### src/base64_stream_decoder_core_assert.svh
// Assertion macros shared by the decoder RTL.
`ifndef BASE64_STREAM_DECODER_CORE_ASSERT_SVH
`define BASE64_STREAM_DECODER_CORE_ASSERT_SVH

// Check a condition at every clock edge outside reset.
`define B64_ASSERT_ALWAYS(lbl, clk, rst, expr) \
   lbl: assert property (@(posedge clk) disable iff (rst) (expr)) \
      else $error("base64 decoder check failed");

// Check that a condition implies another in the next cycle.
`define B64_ASSERT_NEXT(lbl, clk, rst, ante, cons) \
   lbl: assert property (@(posedge clk) disable iff (rst) (ante) |=> (cons)) \
      else $error("base64 decoder check failed");

`endif

### src/b64_pkg.sv
`default_nettype none
package b64_pkg;

   localparam logic [7:0] PAD_CHAR = 8'h3D;

   localparam logic [1:0] STATUS_OK          = 2'd0;
   localparam logic [1:0] STATUS_BAD_LENGTH  = 2'd1;
   localparam logic [1:0] STATUS_BAD_PADDING = 2'd2;

   typedef struct packed {
      logic [7:0] char_byte;
      logic       last_char;
   } req_type;

   typedef struct packed {
      logic [7:0] byte_a;
      logic [7:0] byte_b;
      logic [7:0] byte_c;
      logic [1:0] byte_count;
      logic       end_of_stream;
      logic [1:0] status;
   } rsp_type;

   typedef struct packed {
      logic       skip;
      logic       is_pad;
      logic [5:0] value;
   } sextet_type;

   // Map a character to its sextet; pad decodes as zero.
   function automatic sextet_type sextet_of(input logic [7:0] c);
      sextet_type d;
      d.skip   = 1'b0;
      d.is_pad = 1'b0;
      d.value  = 6'd0;
      if (c >= 8'h41 && c <= 8'h5A) begin
         d.value = 6'(c - 8'h41);
      end else if (c >= 8'h61 && c <= 8'h7A) begin
         d.value = 6'(c - 8'h61 + 8'd26);
      end else if (c >= 8'h30 && c <= 8'h39) begin
         d.value = 6'(c - 8'h30 + 8'd52);
      end else if (c == 8'h2B) begin
         d.value = 6'd62;
      end else if (c == 8'h2F) begin
         d.value = 6'd63;
      end else if (c == PAD_CHAR) begin
         d.is_pad = 1'b1;
      end else begin
         d.skip = 1'b1;
      end
      return d;
   endfunction

endpackage
`default_nettype wire

### src/b64_group.sv
`default_nettype none
`include "base64_stream_decoder_core_assert.svh"
module b64_group
   import b64_pkg::*;
(
   input  wire logic    clock,
   input  wire logic    reset,
   input  wire logic    step,
   input  wire req_type req,
   output rsp_type      rsp,
   output logic         emit
);

   logic [1:0] group_pos_ff, group_pos_in;
   logic [5:0] s0_ff, s0_in, s1_ff, s1_in, s2_ff, s2_in;
   logic [2:0] pad_seen_ff, pad_seen_in;
   logic       finished_ff, finished_in;
   logic [1:0] vmf_ff, vmf_in;
   logic       any_valid_ff, any_valid_in;
   logic       fault_ff, fault_in;

   sextet_type dec;
   logic       is_valid;
   logic       active;
   logic       complete;
   logic [2:0] pad_next;
   logic       group_fault;
   logic [1:0] cnt;

   always_comb begin
      dec      = sextet_of(req.char_byte);
      is_valid = !dec.skip;
      active   = is_valid && !finished_ff;
      pad_next = (dec.is_pad && pad_seen_ff != 3'd7) ? pad_seen_ff + 3'd1 : pad_seen_ff;
      complete    = active && (group_pos_ff == 2'd3);
      group_fault = (pad_next >= 3'd3);
      cnt         = group_fault ? 2'd0 : 2'(3'd3 - pad_next);

      group_pos_in = group_pos_ff;
      s0_in        = s0_ff;
      s1_in        = s1_ff;
      s2_in        = s2_ff;
      pad_seen_in  = pad_seen_ff;
      finished_in  = finished_ff;
      vmf_in       = is_valid ? vmf_ff + 2'd1 : vmf_ff;
      any_valid_in = any_valid_ff | is_valid;
      fault_in     = fault_ff;

      if (active) begin
         if (complete) begin
            group_pos_in = 2'd0;
            pad_seen_in  = 3'd0;
            if (group_fault) fault_in = 1'b1;
            if (pad_next != 3'd0) finished_in = 1'b1;
         end else begin
            pad_seen_in  = pad_next;
            group_pos_in = group_pos_ff + 2'd1;
            case (group_pos_ff)
               2'd0: s0_in = dec.value;
               2'd1: s1_in = dec.value;
               2'd2: s2_in = dec.value;
               default: s2_in = s2_ff;
            endcase
         end
      end

      rsp = '0;
      if (complete && !group_fault) begin
         rsp.byte_count = cnt;
         rsp.byte_a     = {s0_ff, s1_ff[5:4]};
         if (cnt >= 2'd2) rsp.byte_b = {s1_ff[3:0], s2_ff[5:2]};
         if (cnt == 2'd3) rsp.byte_c = {s2_ff[1:0], dec.value};
      end
      if (req.last_char) begin
         rsp.end_of_stream = 1'b1;
         if (!any_valid_in || vmf_in != 2'd0) begin
            rsp.status = STATUS_BAD_LENGTH;
         end else if (fault_in) begin
            rsp.status = STATUS_BAD_PADDING;
         end else begin
            rsp.status = STATUS_OK;
         end
      end
      emit = (complete && !group_fault) || req.last_char;
   end

   always_ff @(posedge clock) begin
      if (reset) begin
         group_pos_ff <= 2'd0;
         s0_ff        <= 6'd0;
         s1_ff        <= 6'd0;
         s2_ff        <= 6'd0;
         pad_seen_ff  <= 3'd0;
         finished_ff  <= 1'b0;
         vmf_ff       <= 2'd0;
         any_valid_ff <= 1'b0;
         fault_ff     <= 1'b0;
      end else if (step) begin
         if (req.last_char) begin
            // end of text: start clean for the next one
            group_pos_ff <= 2'd0;
            s0_ff        <= 6'd0;
            s1_ff        <= 6'd0;
            s2_ff        <= 6'd0;
            pad_seen_ff  <= 3'd0;
            finished_ff  <= 1'b0;
            vmf_ff       <= 2'd0;
            any_valid_ff <= 1'b0;
            fault_ff     <= 1'b0;
         end else begin
            group_pos_ff <= group_pos_in;
            s0_ff        <= s0_in;
            s1_ff        <= s1_in;
            s2_ff        <= s2_in;
            pad_seen_ff  <= pad_seen_in;
            finished_ff  <= finished_in;
            vmf_ff       <= vmf_in;
            any_valid_ff <= any_valid_in;
            fault_ff     <= fault_in;
         end
      end
   end

   `B64_ASSERT_NEXT(a_last_clears, clock, reset, step && req.last_char,
                    group_pos_ff == 2'd0 && !any_valid_ff && !fault_ff)
   `B64_ASSERT_ALWAYS(a_finished_idle, clock, reset,
                      !finished_ff || (group_pos_ff == 2'd0 && pad_seen_ff == 3'd0))

endmodule
`default_nettype wire

### src/base64_stream_decoder_core.sv
// Streaming base64 decoder: one character per req beat, up to one rsp beat
// per character. A beat is held in the input register, where the group
// state is updated and the result formed, then waits in the result register;
// the sustained rate is one character per cycle, limited only by rsp_ready.
// A result appears when a four-sextet group completes with bytes, and on the
// beat marked last_char, which carries the end status (and any bytes of the
// group it closes). State returns to reset after the last character.
`default_nettype none
`include "base64_stream_decoder_core_assert.svh"
module base64_stream_decoder_core
   import b64_pkg::*;
(
   input  wire logic    clock,
   input  wire logic    reset,
   input  wire logic    req_valid,
   output logic         req_ready,
   input  wire req_type req_data,
   output logic         rsp_valid,
   input  wire logic    rsp_ready,
   output rsp_type      rsp_data
);

   logic    in_valid_ff;
   req_type in_data_ff;
   logic    out_valid_ff;
   rsp_type out_data_ff;

   logic    advance;
   logic    step;
   logic    emit;
   rsp_type group_rsp;

   assign advance   = !out_valid_ff || rsp_ready;
   assign step      = in_valid_ff && advance;
   assign req_ready = !in_valid_ff || advance;
   assign rsp_valid = out_valid_ff;
   assign rsp_data  = out_data_ff;

   b64_group u_group (
      .clock (clock),
      .reset (reset),
      .step  (step),
      .req   (in_data_ff),
      .rsp   (group_rsp),
      .emit  (emit)
   );

   always_ff @(posedge clock) begin
      if (reset) begin
         in_valid_ff  <= 1'b0;
         out_valid_ff <= 1'b0;
      end else begin
         if (req_ready) in_valid_ff <= req_valid;
         // refill the result slot whenever it frees up
         if (advance) out_valid_ff <= step && emit;
      end
   end

   always_ff @(posedge clock) begin
      if (req_valid && req_ready) in_data_ff <= req_data;
      if (step && emit) out_data_ff <= group_rsp;
   end

   `B64_ASSERT_ALWAYS(a_rsp_not_empty, clock, reset,
                      !out_valid_ff || out_data_ff.byte_count != 2'd0
                      || out_data_ff.end_of_stream)
   `B64_ASSERT_ALWAYS(a_status_only_at_end, clock, reset,
                      !out_valid_ff || out_data_ff.end_of_stream
                      || out_data_ff.status == STATUS_OK)
   `B64_ASSERT_ALWAYS(a_unused_byte_zero, clock, reset,
                      !out_valid_ff || out_data_ff.byte_count == 2'd3
                      || out_data_ff.byte_c == 8'd0)

endmodule
`default_nettype wire

### config.mk
export PLATFORM = sky130hd
export DESIGN_NAME = base64_stream_decoder_core
export DESIGN_NICKNAME = d
export VERILOG_FILES = /design/src/b64_pkg.sv /design/src/b64_group.sv /design/src/base64_stream_decoder_core.sv
export VERILOG_INCLUDE_DIRS = /design/src /design/src/src
export SDC_FILE = /design/constraint.sdc
export NUM_CORES = 1
export LEC_CHECK = 0
export BUFFER_PORTS_ARGS = -buffer_cell sky130_fd_sc_hd__buf_2
export CORE_UTILIZATION = 57
export CTS_CLUSTER_SIZE = 12
export DETAILED_ROUTE_END_ITERATION = 16
export GPL_TIMING_DRIVEN = 0
export PLACE_DENSITY_LB_ADDON = 0.25
export SLEW_MARGIN = 15
export SYNTH_ARGS = -nofsm -noshare
export SYNTH_HDL_FRONTEND = slang
export SYNTH_HIERARCHICAL = 1
export SYNTH_SLANG_ARGS = --single-unit
export TNS_END_PERCENT = 5
### constraint.sdc
create_clock -name clock -period 5.9 [get_ports clock]
set_input_delay 1.18 -clock clock [delete_from_list [all_inputs] [get_ports clock]]
set_output_delay 1.18 -clock clock [all_outputs]
set_load 0.03 [all_outputs]
# Word-level counts from Yosys, hierarchy flattened
# Cells that the tools add are included.
[word_totals]
regBits = 68
inputBits = 13
out_inout_bits = 31
elab_cells = 131
[op_classes]
n_addsub = 9
n_lt_le_gt_ge = 8
eq_ne = 9
muxes = 46
bitwise = 2
reduce_logical = 37
[ops]
columns = ["op", "count"]
rows = [
  ["two-way mux 6 bit", 17],
  ["two-way mux 2 bit", 13],
  ["equality test 8 x 6 -> 1 bit (second input constant)", 3],
  ["greater-or-equal comparator 8 x 7 -> 1 bit (second input constant)", 2],
  ["<= comparator 8 x 7 -> 1 bit (second input constant)", 2],
  ["AND reduction 4 bit", 4],
  ["two-way mux 3 bit", 5],
  ["nonzero test 2 bit", 7],
  ["subtractor 6 bit (second input constant)", 2],
  ["two-way mux 1 bit", 11],
  ["logical AND 1 bit", 10],
  ["greater-or-equal comparator 8 x 6 -> 1 bit (second input constant)", 1],
  ["<= comparator 8 x 6 -> 1 bit (second input constant)", 1],
  ["adder 6 x 5 -> 6 bit (second input constant)", 1],
  ["adder 6 bit (second input constant)", 1],
  ["equality test 2 bit (second input constant)", 3],
  ["logical NOT 1 bit", 6],
  ["AND reduction 2 bit", 3],
  ["subtractor 6 x 1 -> 6 bit (second input constant)", 1],
  ["adder 2 x 1 -> 2 bit (second input constant)", 2],
  ["logical OR 1 bit", 4],
  ["adder 3 x 1 -> 3 bit (second input constant)", 1],
  ["greater-or-equal comparator 3 x 2 -> 1 bit (second input constant)", 1],
  ["!= test 3 bit (second input constant)", 1],
  ["9 further kinds", 9],
]

# Logic depth before layout (Yosys ltp)
[depth]
word_depth = 16
depth_mapped = 13
mapped_depth_nobuf = 10

# Cells and area by module
# Netlist, hierarchy kept.
[modules_own_cells]
columns = ["mod", "instances", "cells_each", "area_per_inst_um2", "seq_area_each_um2"]
rows = [
  ["b64_group", 1, 260, 2104.5, 560.5],
  ["base64_stream_decoder_core", 1, 49, 1243.7, 1181.1],
]

# Worst setup path after synthesis
# Ideal clock, no wire load.
[synth_path]
path_kind = "flip-flop to flip-flop"
start = "reg in_data_ff[3] in the netlist's numbering"
end = "reg out_data_ff, in the netlist rsp_data[0], enable pin"
setup_time_ns = 0.418
arrival_ns = 3.904
t_required_ns = 5.482
slack_ns = 1.578
path_stages_with_launch = 14
path_buffers = 3
synth_period_minus_slack_ns = 4.322
path_cell_list = "edfxtp_1 > clkbuf_1 > inv_1 > ha_1 > nor2_1 > or4_1 > buf_2 > a31o_1 > and3_4 > buf_6 > nor3_2 > or2_2 > nand2_1 > nor2b_1"
[synth_via]
elab_chain_len = 14
elab_cells_between_ends = 29
classes_between = "7 x order compare; 3 x eq/ne; 8 x mux; 11 x reduce/logical"
[synth_rtl]
columns = ["item", "line_no", "text"]
rows = [
  ["from (decl)", "base64_stream_decoder_core.sv:24", "req_type in_data_ff;"],
  ["from (signal assigned)", "base64_stream_decoder_core.sv:60", "if (req_valid && req_ready) in_data_ff <= req_data;"],
  ["equality test 8 x 6 -> 1 bit", "b64_pkg.sv:46", "end else if (c == PAD_CHAR) begin"],
  ["two-way mux 1 bit", "b64_pkg.sv:46", ""],
  ["two-way mux 2 bit", "b64_pkg.sv:44", "end else if (c == 8'h2F) begin"],
  ["two-way mux 2 bit", "b64_pkg.sv:42", "end else if (c == 8'h2B) begin"],
  ["two-way mux 2 bit", "b64_pkg.sv:40", "end else if (c >= 8'h30 && c <= 8'h39) begin"],
  ["two-way mux 2 bit", "b64_pkg.sv:38", "end else if (c >= 8'h61 && c <= 8'h7A) begin"],
  ["two-way mux 2 bit *", "b64_pkg.sv:36", "if (c >= 8'h41 && c <= 8'h5A) begin"],
  ["logical AND 1 bit", "b64_group.sv:34", "pad_next = (dec.is_pad && pad_seen_ff != 3'd7) ? pad_seen_ff + 3'd1 : pad_seen_ff;"],
  ["two-way mux 3 bit", "b64_group.sv:34", ""],
  ["greater-or-equal comparator 3 x 2 -> 1 bit", "b64_group.sv:36", "group_fault = (pad_next >= 3'd3);"],
  ["logical NOT 1 bit", "b64_group.sv:84", "emit = (complete && !group_fault) || req.last_char;"],
  ["logical AND 1 bit *", "b64_group.sv:84", ""],
  ["logical OR 1 bit *", "b64_group.sv:84", ""],
  ["net emit", "base64_stream_decoder_core.sv:30", "logic emit;"],
  ["logical AND 1 bit *", "base64_stream_decoder_core.sv:61", "if (step && emit) out_data_ff <= group_rsp;"],
  ["to (signal assigned)", "base64_stream_decoder_core.sv:61", ""],
  ["to (decl)", "base64_stream_decoder_core.sv:26", "rsp_type out_data_ff;"],
]
# Mark *: on every way through the listed nets, which the timed path passes. The rest lies on a longest branch.
# A chain may end at the register's enable or synchronous reset.

# Worst setup path after layout
[layout_path]
start = "reg in_data_ff[3] in the netlist's numbering"
end = "reg out_data_ff, in the netlist rsp_data[6], enable pin"
# The elaborated chain is that of the path after synthesis.

==> results <==
- The cell with the largest stage delay on the worst path is sky130_fd_sc_hd__nor2b_4.
- The setup slack at placement is 1.79 ns.
- For this configuration, the core starts out at a cell density of 60.1%.
- In this run the core area contains 27 standard-cell rows.
- The post-synthesis average cell area is 10.8 um^2.
- The final weighted congestion of routability-driven global placement is 0.879.
- The region available for standard cell placement spans 5570 um^2.
- The setup path with the least slack is of type flip-flop to flip-flop.
- In the routed design, unresolved DRC markers number 0.
- The clock buffer count from CTS is 9.
- Setup repair after global routing left no endpoint under its margin.
- The number of violations reported at the end of detailed-routing iteration 0 is 169.
- The die height is 78.6 um.
- The number of enable-type register cells in the synthesized netlist is 38.
- The flow ran to the end, and the final reports show no timing, DRC or antenna violations.
- The number of antenna diodes in the final layout is 0.
- The clock latency on the worst-skew pair is 0.34 ns.
- The Yosys step of the flow raised 6 warnings.
- The post-synthesis to final-layout area growth is 14.6%.
- Across the run, the number of max-cap violations was 0.
- The launch point of the worst reg-to-reg path is in_data_ff[3].
- Data on the critical path is required at its endpoint by 5.86 ns.
- The first global-routing pass estimated 10600 um of wire.
- The beginning of the worst hold path is u_group/s1_ff[4].
- Measured against the total synthesized area, the mux share comes to 0.897%.
- In this run the register-to-register setup slack is 1.78 ns.
- The worst setup margin is 1.78 ns.
- For the pin with the worst max-slew slack, the measured transition is 0.856 ns.
- The capture endpoint of the worst hold path is u_group/s1_ff[4].
- The buffer cell driving the clock tree root is sky130_fd_sc_hd__clkbuf_8.
- The per-cell via count in the routed design is 5.81.
- The sum of net half-perimeters after detailed placement is 4670 um.
- The highest cell delay on the worst timing path is 0.64 ns.
- The share of post-route cells with drive strength above 1 is 20.4%.
- Counting flops with an async set or reset pin after synthesis yields a share of 0%.
- Adding up every negative setup slack in the final design gives 0 ns.
- The number of cells on the worst reg-to-reg path is 13.
- The layout net count is 391.
- The fmax is 242 MHz.
- The via count of the first global-routing pass was 2311.
- Summing the areas of all xor and xnor instances in the mapped netlist gives 1.05% of the synthesized area.
- The simple-gate area share of the yosys netlist is 21.0%.
- On the final layout, the worst hold slack is 0.460 ns.
- CTS built an H-tree with a depth of 3.
- The clock slew seen by the registers of the worst setup and hold paths is 0.08 ns.
- In this run the count of I/O pins placed on the die edge is 44.
- In the synthesized netlist, the number of instances is 309.
- In the finished design, the share of the clock period the worst path needs comes to 69.9%.
- In the synthesized netlist the dominant register cell turns out to be sky130_fd_sc_hd__edfxtp_1.
- The synthesized flop and latch total is 68.
- The final hold violation count came to 0.
- The global-route usage over all layers is 22.7%.
- The synthesized netlist devotes 15.7% of its cell area to compound gates.
- For this design the static power due to leakage is 1.51 nW.
- The die covers 6180 um^2.
- The final setup skew is 0.0120 ns.
- The design draws 934 uW.
- The area share of fa/ha/maj cells after synthesis is 5.61%.
- The number of pins exceeding their max-slew limit in the final report is 0.
- Of all nets on the critical path, the largest fanout is 29.
- The number of routed nets with antenna violations is 0.
- The dominant combinational cell family by area after synthesis is simple AND/OR/NAND/NOR gates.
- Leaving out fill and tap cells, the most frequent cells in the layout are sky130_fd_sc_hd__buf_2, sky130_fd_sc_hd__edfxtp_1, sky130_fd_sc_hd__dfxtp_1.
- The number of stages on the worst hold path is 1.
- The initial antenna violation count is 0.
- The synthesized netlist occupies a cell area of 3350 um^2.
- The share of the synthesized area in the top cell type is 34.1%.
- The post-CTS setup-driven buffer insertion count is 0.
- The post-cts repair resize count is 0.
- For this design the ratio of total power to cell area is 243 nW/um^2.
- The detailed-router iteration count before antenna repair is 5.
- The number of different library cells used by synthesis comes to 60.
- The launching element type of the critical path is a flip-flop.
- In this run the critical register-to-register path is captured at rsp_data[6].
- The number of clock sinks is 68.
- Dividing the detail-routed wire length by the instance count gives 14.6 um.
- The total vias in the final route is 2557.
- The cell taking the most area after synthesis is sky130_fd_sc_hd__edfxtp_1.
- For this run the aggregate overflow at the end of global routing stands at 0.
- Sorting the synthesized cells by area gives the leading types as sky130_fd_sc_hd__edfxtp_1, sky130_fd_sc_hd__dfxtp_1, sky130_fd_sc_hd__ha_1, sky130_fd_sc_hd__and2_1, sky130_fd_sc_hd__o2bb2ai_1.
- The leading cell type in the layout, fill and taps excluded is sky130_fd_sc_hd__buf_2.
- The number of I/O port buffers is 43.
- In this run the horizontal extent of the chip is 78.6 um.
- The critical path goes through clkbuf_1 > inv_1 > ha_1 > nor2_1 > or4_1 > buf_2 > a31o_1 > and3_4 > buf_6 > nor3_2 > or2_2 > nand2_1 > nor2b_4.
- The worst setup path is captured at a flip-flop.
- TritonCTS built the clock tree.
- The class of the most critical hold timing path is flip-flop to flip-flop.
- The clock passes through at most 2 buffers.
- STA puts the critical path data arrival time at 4.08 ns.
- In this run the worst setup path begins at in_data_ff[3].
- The part of the Yosys area used for sequential elements is 52.0%.
- In this run, post-CTS hold repair placed 0 buffers.
- The peak supply drop is 0.000165 V.
- The time the final worst path needs with I/O delays and setup is 4.12 ns.
- The pin count of the biggest net entering global routing is 30.
- Setup violations remaining at the end of the flow were counted as 0.
- The routed design has 6400 um of wire.
- Counting every net in the synthesized netlist gives 337.
- In this run the tightest slew margin relative to its limit is 42.6%.
per-layer routing:
metal	routed length (um)	global-route usage, %	vias up
met4	174	13.0	0
li1	-	-	1265
met5	0	0	-
met2	2970	35.5	103
met3	378	4.65	17
met1	2890	29.1	1172
area by class of cell:
class                      instances  area [um^2]
clock inverter                     7         53.8
tap                               72         90.1
multi-input combinational        212         1490
inverter                          16         60.1
sequential                        68         1740
buffer                            13         63.8
timing repair buffer              43          215
fill                             414         1740
clock buffer                       9          124
critical path: cells and delay by family, from the launching register on:
family	cells	cell delay, ns
AND/OR/NAND/NOR	7	2.05
buffers and inverters	4	0.70
flip-flops	1	0.41
adder cells (fa/ha/maj)	1	0.31
AO/OA/AOI/OAI	1	0.26
metrics by stage:
| step | cells | area, um^2 | utilization (%) |
|---|---|---|---|
| final | 440 | 3840 | 68.9 |
| after floorplan | 309 | 3350 | - |
| after CTS | 440 | 3840 | 68.9 |
| after detailed placement | 424 | 3660 | 65.7 |
| after global routing | 440 | 3840 | 68.9 |
| after global placement | 424 | 3650 | 65.5 |
state kept, by name, indices dropped and copies added (netlist names):
| signal | count |
|---|---|
| u_group/finished_ff | 1 |
| u_group/any_valid_ff | 1 |
| in_data_ff | 9 |
| in_valid_ff | 1 |
| u_group/s0_ff | 6 |
| u_group/s2_ff | 6 |
| u_group/vmf_ff | 2 |
| u_group/s1_ff | 6 |
| rsp_valid | 1 |
| u_group/group_pos_ff | 2 |
| u_group/fault_ff | 1 |
| u_group/pad_seen_ff | 3 |
| rsp_data | 29 |
cell usage after synthesis, types with 8 or more instances:
library cell                 n
sky130_fd_sc_hd__o2bb2ai_1   9
sky130_fd_sc_hd__and2_1     23
sky130_fd_sc_hd__a21oi_1    11
sky130_fd_sc_hd__nor2_1     17
sky130_fd_sc_hd__nor2b_1     9
sky130_fd_sc_hd__ha_1       15
sky130_fd_sc_hd__clkbuf_1    8
sky130_fd_sc_hd__inv_1      16
sky130_fd_sc_hd__edfxtp_1   38
sky130_fd_sc_hd__nand2b_1    8
sky130_fd_sc_hd__nand2_1    17
sky130_fd_sc_hd__dfxtp_1    30
kinds of logic (layout without fill, tap and decap cells):
family / after synthesis / in the layout
DFF: 68 / 68
and+or+nand+nor: 120 / 120
muxes: 3 / 3
adders and majority gates: 15 / 15
xor gates and xnor gates: 4 / 4
AOI/OAI and AO/OA: 70 / 70
buffers and inverters: 29 / 88
report_power, final:
part           internal, mW  switching [mW]
combinational        0.0299          0.0584
sequential            0.509         0.00690
clock                 0.154           0.176
worst max-delay path by stage:
stage / endpoint / slack (ns)
after floorplan: rsp_data[0] / 1.58
after global placement: rsp_data[8] / 0.71
after detailed placement: rsp_data[7] / 1.79
after CTS: rsp_data[7] / 1.78
after global routing: rsp_data[6] / 1.38
final: rsp_data[6] / 1.78
Note: power is estimated with default switching activity, not from simulation.
